<file path="src/rtl/klt_pkg.sv">
// Package for the keyed lock table: request types and status codes.
// No dependencies.
package klt_pkg;
    typedef enum logic [1:0] {
        REQ_LOCK   = 2'd0,
        REQ_UNLOCK = 2'd1,
        REQ_CANCEL = 2'd2
    } t_req;

    localparam logic [2:0] ST_DONE      = 3'd0;
    localparam logic [2:0] ST_QUEUED    = 3'd1;
    localparam logic [2:0] ST_BUSY      = 3'd2;
    localparam logic [2:0] ST_NOTFOUND  = 3'd3;
    localparam logic [2:0] ST_NOTHOLDER = 3'd4;
    localparam logic [2:0] ST_TABLEFULL = 3'd5;
    localparam logic [2:0] ST_QUEUEFULL = 3'd6;
endpackage

</file>
<file path="src/rtl/klt_if.sv">
// Valid/ready channel interfaces for request and result items.
// Depends on no package.
interface klt_req_if;
    logic        valid;
    logic        ready;
    logic [1:0]  req_type;
    logic [31:0] lock_key;
    logic [7:0]  requester_id;
    logic        may_wait;
    modport source (output valid, req_type, lock_key, requester_id, may_wait, input ready);
    modport sink   (input valid, req_type, lock_key, requester_id, may_wait, output ready);
endinterface

interface klt_rsp_if;
    logic       valid;
    logic       ready;
    logic [2:0] status;
    logic       grant_valid;
    logic [7:0] grant_id;
    logic       table_empty;
    modport source (output valid, status, grant_valid, grant_id, table_empty, input ready);
    modport sink   (input valid, status, grant_valid, grant_id, table_empty, output ready);
endinterface

</file>
<file path="src/rtl/keyed_lock_table_fifo_waiters_top.sv">
// Keyed lock table with FIFO waiter queues, sequenced over a shared compare unit.
// Depends on klt_pkg and the channel interfaces in klt_if.sv.
//
// Usage: one request item enters on i_req (lock, unlock or cancel of a key by
// a requester); exactly one result item leaves on o_rsp with a status, an
// optional grant to the waiter that became holder, and a table-empty flag.
// One item is worked at a time; i_req.ready is high only while the sequencer
// is idle. The key search walks the table one entry per cycle through one
// shared key comparator, the waiter search walks the queue one slot at a
// time (a read state and a compare state per slot, for the registered read),
// and removal compacts the queue one slot at a time, a read state and a write
// state per slot, through the single queue memory port, then the table-empty
// flag is read from the valid bits. The sequencer is idle again, with
// i_req.ready high, in the cycle after the result is taken.
// The result is held in an output register until taken; a stalled receiver
// holds the sequencer in its result state and no new item is accepted.
// Reset clears the valid bits and counts; keys and queue slots need no clear.
module keyed_lock_table_fifo_waiters_top
    import klt_pkg::*;
#(
    parameter int NUM_KEYS    = 16,
    parameter int QUEUE_DEPTH = 8,
    parameter int KEY_BITS    = 32,
    parameter int ID_BITS     = 8
) (
    input  logic i_clk,
    input  logic i_rst_n,
    klt_req_if.sink   i_req,
    klt_rsp_if.source o_rsp
);
    localparam int EW = (NUM_KEYS > 1) ? $clog2(NUM_KEYS) : 1;
    localparam int QW = (QUEUE_DEPTH > 1) ? $clog2(QUEUE_DEPTH) : 1;
    localparam int CW = $clog2(QUEUE_DEPTH + 1);
    localparam int AW = EW + QW;

    typedef enum logic [3:0] {
        S_IDLE, S_KEY, S_DECIDE, S_IDRD, S_IDCMP, S_SHRD, S_SHWR, S_GRD, S_GCAP, S_RSP
    } t_state;

    t_state r_state;
    logic [NUM_KEYS-1:0] r_valid;
    logic [KEY_BITS-1:0] r_keys [NUM_KEYS];
    logic [CW-1:0]       r_cnt  [NUM_KEYS];
    logic [ID_BITS-1:0]  r_qmem [NUM_KEYS*QUEUE_DEPTH];
    logic [ID_BITS-1:0]  r_qrd;

    logic [1:0]          r_type;
    logic [KEY_BITS-1:0] r_key;
    logic [ID_BITS-1:0]  r_id;
    logic                r_wait;
    logic [EW-1:0]       r_ei;
    logic [EW:0]         r_scan;
    logic                r_found, r_free_ok;
    logic [EW-1:0]       r_hit, r_free;
    logic [CW-1:0]       r_pos;
    logic [CW-1:0]       r_n;
    logic                r_head_rm;

    logic                r_ov;
    logic [2:0]          r_st;
    logic                r_gv;
    logic [7:0]          r_gid;
    logic                r_emp;

    // Queue memory port, driven by the sequencer.
    logic          q_we;
    logic [AW-1:0] q_wa, q_ra;
    logic [ID_BITS-1:0] q_wd;

    function automatic logic [AW-1:0] qaddr(logic [EW-1:0] e, logic [CW-1:0] p);
        return AW'(e) * AW'(QUEUE_DEPTH) + AW'(p);
    endfunction

    // Shared key comparator.
    logic key_eq;
    assign key_eq = r_valid[r_ei] && (r_keys[r_ei] == r_key);

    assign i_req.ready       = (r_state == S_IDLE);
    assign o_rsp.valid       = r_ov;
    assign o_rsp.status      = r_st;
    assign o_rsp.grant_valid = r_gv;
    assign o_rsp.grant_id    = r_gid;
    assign o_rsp.table_empty = r_emp;

    always_comb begin
        q_we = 1'b0;
        q_wa = qaddr(r_hit, r_pos);
        q_wd = r_id;
        q_ra = qaddr(r_hit, r_pos);
        case (r_state)
            S_DECIDE: begin
                if (!r_found) q_wa = qaddr(r_free, '0);
                else q_wa = qaddr(r_hit, r_cnt[r_hit]);
                q_we = (r_type == REQ_LOCK) &&
                       ((!r_found && r_free_ok) ||
                        (r_found && r_wait && r_cnt[r_hit] < CW'(QUEUE_DEPTH)));
            end
            S_SHRD: q_ra = qaddr(r_hit, r_pos + CW'(1));
            S_SHWR: begin
                q_we = 1'b1;
                q_wd = r_qrd;
            end
            S_GRD: q_ra = qaddr(r_hit, '0);
            default: ;
        endcase
    end

    // Queue memory with registered read.
    always_ff @(posedge i_clk) begin
        if (q_we) r_qmem[q_wa] <= q_wd;
        r_qrd <= r_qmem[q_ra];
    end

    // Sequencer, table state and result register.
    always_ff @(posedge i_clk) begin
        if (!i_rst_n) begin
            r_state <= S_IDLE;
            r_valid <= '0;
            r_ov    <= 1'b0;
            for (int k = 0; k < NUM_KEYS; k++) r_cnt[k] <= '0;
        end else begin
            case (r_state)
                S_IDLE: if (i_req.valid) begin
                    r_type    <= i_req.req_type;
                    r_key     <= KEY_BITS'(i_req.lock_key);
                    r_id      <= i_req.requester_id[ID_BITS-1:0];
                    r_wait    <= i_req.may_wait;
                    r_ei      <= '0;
                    r_scan    <= '0;
                    r_found   <= 1'b0;
                    r_free_ok <= 1'b0;
                    r_gv      <= 1'b0;
                    r_gid     <= '0;
                    r_state   <= S_KEY;
                end
                S_KEY: begin
                    if (key_eq && !r_found) begin
                        r_found <= 1'b1;
                        r_hit   <= r_ei;
                    end
                    if (!r_valid[r_ei] && !r_free_ok) begin
                        r_free_ok <= 1'b1;
                        r_free    <= r_ei;
                    end
                    r_ei   <= r_ei + EW'(1);
                    r_scan <= r_scan + (EW+1)'(1);
                    if (r_scan == (EW+1)'(NUM_KEYS - 1)) r_state <= S_DECIDE;
                end
                S_DECIDE: begin
                    r_pos   <= '0;
                    r_n     <= r_cnt[r_hit];
                    case (r_type)
                        REQ_LOCK: begin
                            r_state <= S_RSP;
                            if (!r_found) begin
                                if (r_free_ok) begin
                                    r_valid[r_free] <= 1'b1;
                                    r_keys[r_free]  <= r_key;
                                    r_cnt[r_free]   <= CW'(1);
                                    r_st <= ST_DONE;
                                end else r_st <= ST_TABLEFULL;
                            end else if (!r_wait) r_st <= ST_BUSY;
                            else if (r_cnt[r_hit] >= CW'(QUEUE_DEPTH)) r_st <= ST_QUEUEFULL;
                            else begin
                                r_cnt[r_hit] <= r_cnt[r_hit] + CW'(1);
                                r_st <= ST_QUEUED;
                            end
                        end
                        REQ_UNLOCK, REQ_CANCEL: begin
                            if (!r_found) begin
                                r_st    <= ST_NOTFOUND;
                                r_state <= S_RSP;
                            end else r_state <= S_IDRD;
                        end
                        default: begin
                            r_st    <= ST_NOTFOUND;
                            r_state <= S_RSP;
                        end
                    endcase
                end
                S_IDRD: r_state <= S_IDCMP;
                S_IDCMP: begin
                    if (r_qrd == r_id) begin
                        if (r_type == REQ_UNLOCK && r_pos != '0) begin
                            r_st <= ST_NOTHOLDER;
                            r_state <= S_RSP;
                        end else begin
                            r_st <= ST_DONE;
                            r_state <= S_SHRD;
                        end
                    end else if (r_type == REQ_UNLOCK && r_pos == '0) begin
                        r_st <= ST_NOTHOLDER;
                        r_state <= S_RSP;
                    end else if (r_pos + CW'(1) >= r_n) begin
                        r_st <= (r_type == REQ_UNLOCK) ? ST_NOTHOLDER : ST_NOTFOUND;
                        r_state <= S_RSP;
                    end else begin
                        r_pos <= r_pos + CW'(1);
                        r_state <= S_IDRD;
                    end
                end
                S_SHRD: begin
                    if (r_pos + CW'(1) >= r_n) begin
                        r_cnt[r_hit] <= r_n - CW'(1);
                        if (r_n == CW'(1)) begin
                            r_valid[r_hit] <= 1'b0;
                            r_state <= S_RSP;
                        end else if (r_head_rm) r_state <= S_GRD;
                        else r_state <= S_RSP;
                    end else r_state <= S_SHWR;
                end
                S_SHWR: begin
                    r_pos <= r_pos + CW'(1);
                    r_state <= S_SHRD;
                end
                S_GRD: r_state <= S_GCAP;
                S_GCAP: begin
                    r_gv  <= 1'b1;
                    r_gid <= 8'(r_qrd);
                    r_state <= S_RSP;
                end
                S_RSP: begin
                    if (!r_ov) begin
                        r_ov  <= 1'b1;
                        r_emp <= (r_valid == '0);
                    end else if (o_rsp.ready) begin
                        r_ov    <= 1'b0;
                        r_state <= S_IDLE;
                    end
                end
                default: r_state <= S_IDLE;
            endcase
        end
    end

    // The removed slot was the head when compaction started at slot zero.
    always_ff @(posedge i_clk) begin
        if (r_state == S_IDCMP) r_head_rm <= (r_pos == '0);
    end
endmodule

</file>
<file path="src/flat_wrapper.sv">
// flat-port wrapper written by rule: the top's interface ports become plain ports
module keyed_lock_table_fifo_waiters_top_flat import klt_pkg::*;
#(
    parameter int NUM_KEYS    = 16,
    parameter int QUEUE_DEPTH = 8,
    parameter int KEY_BITS    = 32,
    parameter int ID_BITS     = 8
)
  (i_clk, i_rst_n, i_req_valid, i_req_req_type, i_req_lock_key, i_req_requester_id, i_req_may_wait, i_req_ready, o_rsp_valid, o_rsp_status, o_rsp_grant_valid, o_rsp_grant_id, o_rsp_table_empty, o_rsp_ready);
  klt_req_if i_req_i ();
  klt_rsp_if o_rsp_i ();
  input  logic i_clk;
  input  logic i_rst_n;
  input wire logic [$bits(i_req_i.valid)-1:0] i_req_valid;
  input wire logic [$bits(i_req_i.req_type)-1:0] i_req_req_type;
  input wire logic [$bits(i_req_i.lock_key)-1:0] i_req_lock_key;
  input wire logic [$bits(i_req_i.requester_id)-1:0] i_req_requester_id;
  input wire logic [$bits(i_req_i.may_wait)-1:0] i_req_may_wait;
  output wire logic [$bits(i_req_i.ready)-1:0] i_req_ready;
  output wire logic [$bits(o_rsp_i.valid)-1:0] o_rsp_valid;
  output wire logic [$bits(o_rsp_i.status)-1:0] o_rsp_status;
  output wire logic [$bits(o_rsp_i.grant_valid)-1:0] o_rsp_grant_valid;
  output wire logic [$bits(o_rsp_i.grant_id)-1:0] o_rsp_grant_id;
  output wire logic [$bits(o_rsp_i.table_empty)-1:0] o_rsp_table_empty;
  input wire logic [$bits(o_rsp_i.ready)-1:0] o_rsp_ready;
  assign i_req_i.valid = i_req_valid;
  assign i_req_i.req_type = i_req_req_type;
  assign i_req_i.lock_key = i_req_lock_key;
  assign i_req_i.requester_id = i_req_requester_id;
  assign i_req_i.may_wait = i_req_may_wait;
  assign i_req_ready = i_req_i.ready;
  assign o_rsp_valid = o_rsp_i.valid;
  assign o_rsp_status = o_rsp_i.status;
  assign o_rsp_grant_valid = o_rsp_i.grant_valid;
  assign o_rsp_grant_id = o_rsp_i.grant_id;
  assign o_rsp_table_empty = o_rsp_i.table_empty;
  assign o_rsp_i.ready = o_rsp_ready;
  keyed_lock_table_fifo_waiters_top #(.NUM_KEYS(NUM_KEYS), .QUEUE_DEPTH(QUEUE_DEPTH), .KEY_BITS(KEY_BITS), .ID_BITS(ID_BITS)) u_core (.i_clk(i_clk), .i_rst_n(i_rst_n), .i_req(i_req_i), .o_rsp(o_rsp_i));
endmodule
</file>
<file path="config.mk">
export PLATFORM = sky130hd
export DESIGN_NAME = keyed_lock_table_fifo_waiters_top_flat
export DESIGN_NICKNAME = d
export VERILOG_FILES = /design/src/rtl/klt_pkg.sv /design/src/rtl/klt_if.sv /design/src/rtl/keyed_lock_table_fifo_waiters_top.sv /design/src/flat_wrapper.sv
export SDC_FILE = /design/constraint.sdc
export NUM_CORES = 2
export LEC_CHECK = 0
export ABC_AREA = 1
export BUFFER_PORTS_ARGS = -buffer_cell sky130_fd_sc_hd__buf_2
export CAP_MARGIN = 40
export CORE_MARGIN = 5
export CORE_UTILIZATION = 68
export CTS_BUF_LIST = sky130_fd_sc_hd__clkbuf_8 sky130_fd_sc_hd__clkbuf_16
export CTS_CLUSTER_SIZE = 28
export DETAILED_ROUTE_END_ITERATION = 6
export PLACE_DENSITY = 0.82
export SLEW_MARGIN = 20
export SYNTH_ARGS = -nofsm -noshare
export SYNTH_HDL_FRONTEND = slang
export SYNTH_SLANG_ARGS = --single-unit
</file>
<file path="constraint.sdc">
create_clock -name i_clk -period 16.67 [get_ports i_clk]
set_input_delay 1.667 -clock i_clk [delete_from_list [all_inputs] [get_ports i_clk]]
set_output_delay 1.667 -clock i_clk [all_outputs]
set_load 0.05 [all_outputs]
</file>
==> flow_metrics.py <==
metrics = {
    "yosys": {
        "yosysUniqueCellTypes": 49,
        "synth_top_family_by_area": "simple AND/OR/NAND/NOR gates",
        "yosys.area.top_type": "edfxtp_1",
        "synth-compound-area-share_pct": 8.62,
        "syn-instance-count": 6090,
        "synthTopCellsByArea": "edfxtp_1, o211ai_1, nand3_1",
        "synth_edf_count": 1684,
        "synth_simple_gate_area_share_pct": 15.2,
        "synth_seq_cells": 1721,
        "yosys-top-cells-count": "edfxtp_1, nand2_1, nand3_1",
        "syn_nets": 6157,
        "synth.top_cell.area_share_pct": 69.4,
        "yosys_warnings": 0,
        "syn-cell-area_sq_mm": 0.0729,
        "avgSynthCellArea_sq_um": 12.0,
        "synth.most_common_cell": "edfxtp_1",
        "synth.area.mux_share_pct": 0,
        "async_reset_ff_share_pct": 0,
        "ys_seq_area_share_pct": 70.4,
        "synth_ff_type": "edfxtp_1",
        "synthXorXnorAreaFrac_pct": 0.180,
        "synthAdderAreaFrac_pct": 0.343,
    },
    "route": {
        "wl_mm": 178,
        "via_count": 48313,
        "dr.pass1.iters": 7,
        "drc": 0,
        "route.top_layer_used": "met4",
        "wl_met2_mm": 87.4,
        "wl_per_cell_um": 23.5,
        "wl_met1_mm": 63.3,
        "met3_length_mm": 19.2,
        "viasPerCell": 6.37,
        "drtIter0Drc": 7096,
        "ant_nets": 0,
    },
    "min_path": {
        "hp-class": "reg2reg",
    },
    "critical_path": {
        "worst-setup-path-type": "reg2reg",
        "required_ns": 17.06,
        "max_stage_delay_ns": 0.77,
        "cp_data_arrival_time_ns": 5.00,
        "path_cells": "buf_16 -> a21oi_1 -> o21ai_0 -> nand3_1 -> nand3_1 -> nand2_2 -> ha_1 -> ha_1 -> o21ai_0 -> o21ai_1 -> inv_1 -> nor2_1 -> nand3_1 -> nor2_1",
        "crit_top_cell": "nand3_1",
        "critPathLaunchType": "flop",
        "critPathCaptureType": "flop",
        "worstPathMaxFanout": 38,
        "slowest_stage": "nor2_1",
    },
    "timing": {
        "tightest_slew_ns": 1.04,
        "timing.final.crit_share_pct": 27.7,
        "fin_worst_skew_ns": 0.0285,
        "rsz0062_at_grt": "no",
        "fin_crit_ns": 4.61,
        "fin_tns_setup_ns": 0,
        "fmax_ghz": 0.217,
        "setup_viol": 0,
        "slew_headroom_pct": 30.4,
        "hold_viol": 0,
        "timing.hold.ws_ns": 0.492,
        "setup_ws_ns": 12.06,
        "final-max-slew-violation-count": 0,
    },
    "clock_network": {
        "post_cts_buffers": 0,
        "cts_buffers": 167,
        "cts_tree": "yes",
        "cts.repair.resized": 0,
        "h-tree-depth": 4,
        "clk_pin_slew_worst_paths_ns": 0.06,
        "insertion_delay_ns": 0.77,
        "cts_buffer_depth": 3,
        "cts.sinks": 1721,
        "cts-hold-fix-buffers": 0,
        "cts_root_buffer": "clkbuf_16",
    },
    "global_routing": {
        "grt_remaining_overflow": 0,
        "antenna_found_initial": 0,
        "grt_max_degree": 217,
        "grt_pass1_vias": 46921,
        "grt_pass1_wl_mm": 269,
        "grtUsageTotal_pct": 30.9,
    },
    "placement": {
        "place_ws_ns": 11.41,
        "dp_hpwl_mm": 97.2,
        "port-buffer-count": 61,
        "gp_congestion": 0.946,
    },
    "power_and_ir_drop": {
        "p_sw_mw": 2.95,
        "p_comb_share_pct": 17.1,
        "power_density_mw_per_mm2": 130,
        "p_leak_nw": 28.0,
        "power_mw": 10.4,
        "intPower_mw": 7.41,
        "switching_share_pct": 28.5,
        "clkPwrFrac_pct": 34.5,
        "p_seq_share_pct": 48.4,
        "peakVddDrop_v": 0.000120,
    },
    "finish": {
        "synthToLayoutAreaGrowth_pct": 9.17,
        "nets": 6109,
        "num_antenna_cells": 0,
        "drive_gt1_share_pct": 8.97,
        "utilization_pct": 74.5,
    },
    "outcome": {
        "run_status": "complete, no violations",
    },
    "floorplan": {
        "start_util_pct": 68.3,
        "ios": 62,
        "coreArea_sq_mm": 0.107,
        "fp.dieH_um": 337,
        "die_area_sq_mm": 0.114,
        "fp-row-count": 120,
        "die_w_um": 337,
    },
    "flow_run": {
        "maxCapViolations": 0,
    },
}
==> cell families after synthesis <==
group	count (synthesis)
fa+ha+maj	20
buf+inv	874
flops	1721
xor+xnor	15
simple gates	2480
compound gates	980
==> power groups by stage <==
| stage | clock, mW | combinational [mW] | sequential (mW) |
|---|---|---|---|
| finish | 3.58 | 1.77 | 5.01 |
| global route | 3.77 | 1.94 | 5.02 |
| CTS | 3.59 | 1.74 | 5.01 |
| detailed placement | 0 | 1.71 | 5.10 |
| global placement | 0 | 1.62 | 5.10 |
| floorplan | 0 | 1.27 | 5.06 |
==> cell type report <==
type,instances,area [sq um]
Sequential cell,1721,51300
Tap cell,1403,1760
Clock buffer,177,4370
Fill cell,6280,27200
Multi-Input combinational cell,3495,18000
Clock inverter,126,826
Timing Repair Buffer,162,1430
Inverter,495,1890
==> placed cells by master (no fill, tap or decap), types with 66 or more instances in the layout <==
master	count
or2_2	84
o21ai_0	329
buf_4	74
edfxtp_1	1684
nand2_1	892
inv_1	532
or2_1	66
nand3_1	710
nor2_1	533
o211ai_1	493
clkbuf_16	172
==> flip-flops by register name, summed over array words and instances (netlist names), 2 cells and up, named ones only <==
| register | count |
|---|---|
| u_core.o_rsp.status | 3 |
| u_core.r_state | 4 |
| u_core.r_qrd | 8 |
| u_core.r_free | 4 |
| u_core.r_qmem | 1024 |
| u_core.r_scan | 5 |
| u_core.r_hit | 4 |
| u_core.r_cnt | 64 |
| u_core.r_pos | 4 |
| u_core.r_valid | 16 |
| u_core.r_n | 4 |
| u_core.r_key | 32 |
| u_core.r_type | 2 |
| u_core.r_keys | 512 |
| u_core.r_id | 8 |
| u_core.o_rsp.grant_id | 8 |
| u_core.r_ei | 4 |
==> routing by layer <==
metal,up-vias,track usage (%)
met1,23063,40.4
met5,-,0
li1,21585,-
met3,536,5.96
met4,0,14.4
met2,3129,51.1
==> path summary, 6_finish.rpt <==
kind / slack (ns) / end / cells past startpoint / startpoint
setup / recovery: 12.06 / u_core.r_qmem[52][3]$_DFFE_PP_ / 14 / flop
hold / removal: 0.49 / u_core.r_valid[2]$_SDFFE_PN0P_ / 2 / u_core.r_valid[2]$_SDFFE_PN0P_
setup reg to reg: 12.06 / u_core.r_qmem[52][3]$_DFFE_PP_ / 14 / flop
hold reg to reg: 0.49 / u_core.r_valid[2]$_SDFFE_PN0P_ / 2 / u_core.r_valid[2]$_SDFFE_PN0P_
==> critical path: cells and delay by family (launching register included) <==
| kind | cells | cell delay, ns |
|---|---|---|
| AND/OR/NAND/NOR | 6 | 1.93 |
| AO/OA/AOI/OAI | 4 | 0.75 |
| flip-flops | 1 | 0.64 |
| adder cells (fa/ha/maj) | 2 | 0.53 |
| buffers and inverters | 2 | 0.37 |
==> metrics by stage <==
step,cell area [sq um],cells
floorplan,72900,6090
detailed placement,74100,7260
global placement,73800,7246
finish,79600,7579
global route,79600,7579
CTS,79300,7563
Power figures use the tool's default switching activity.
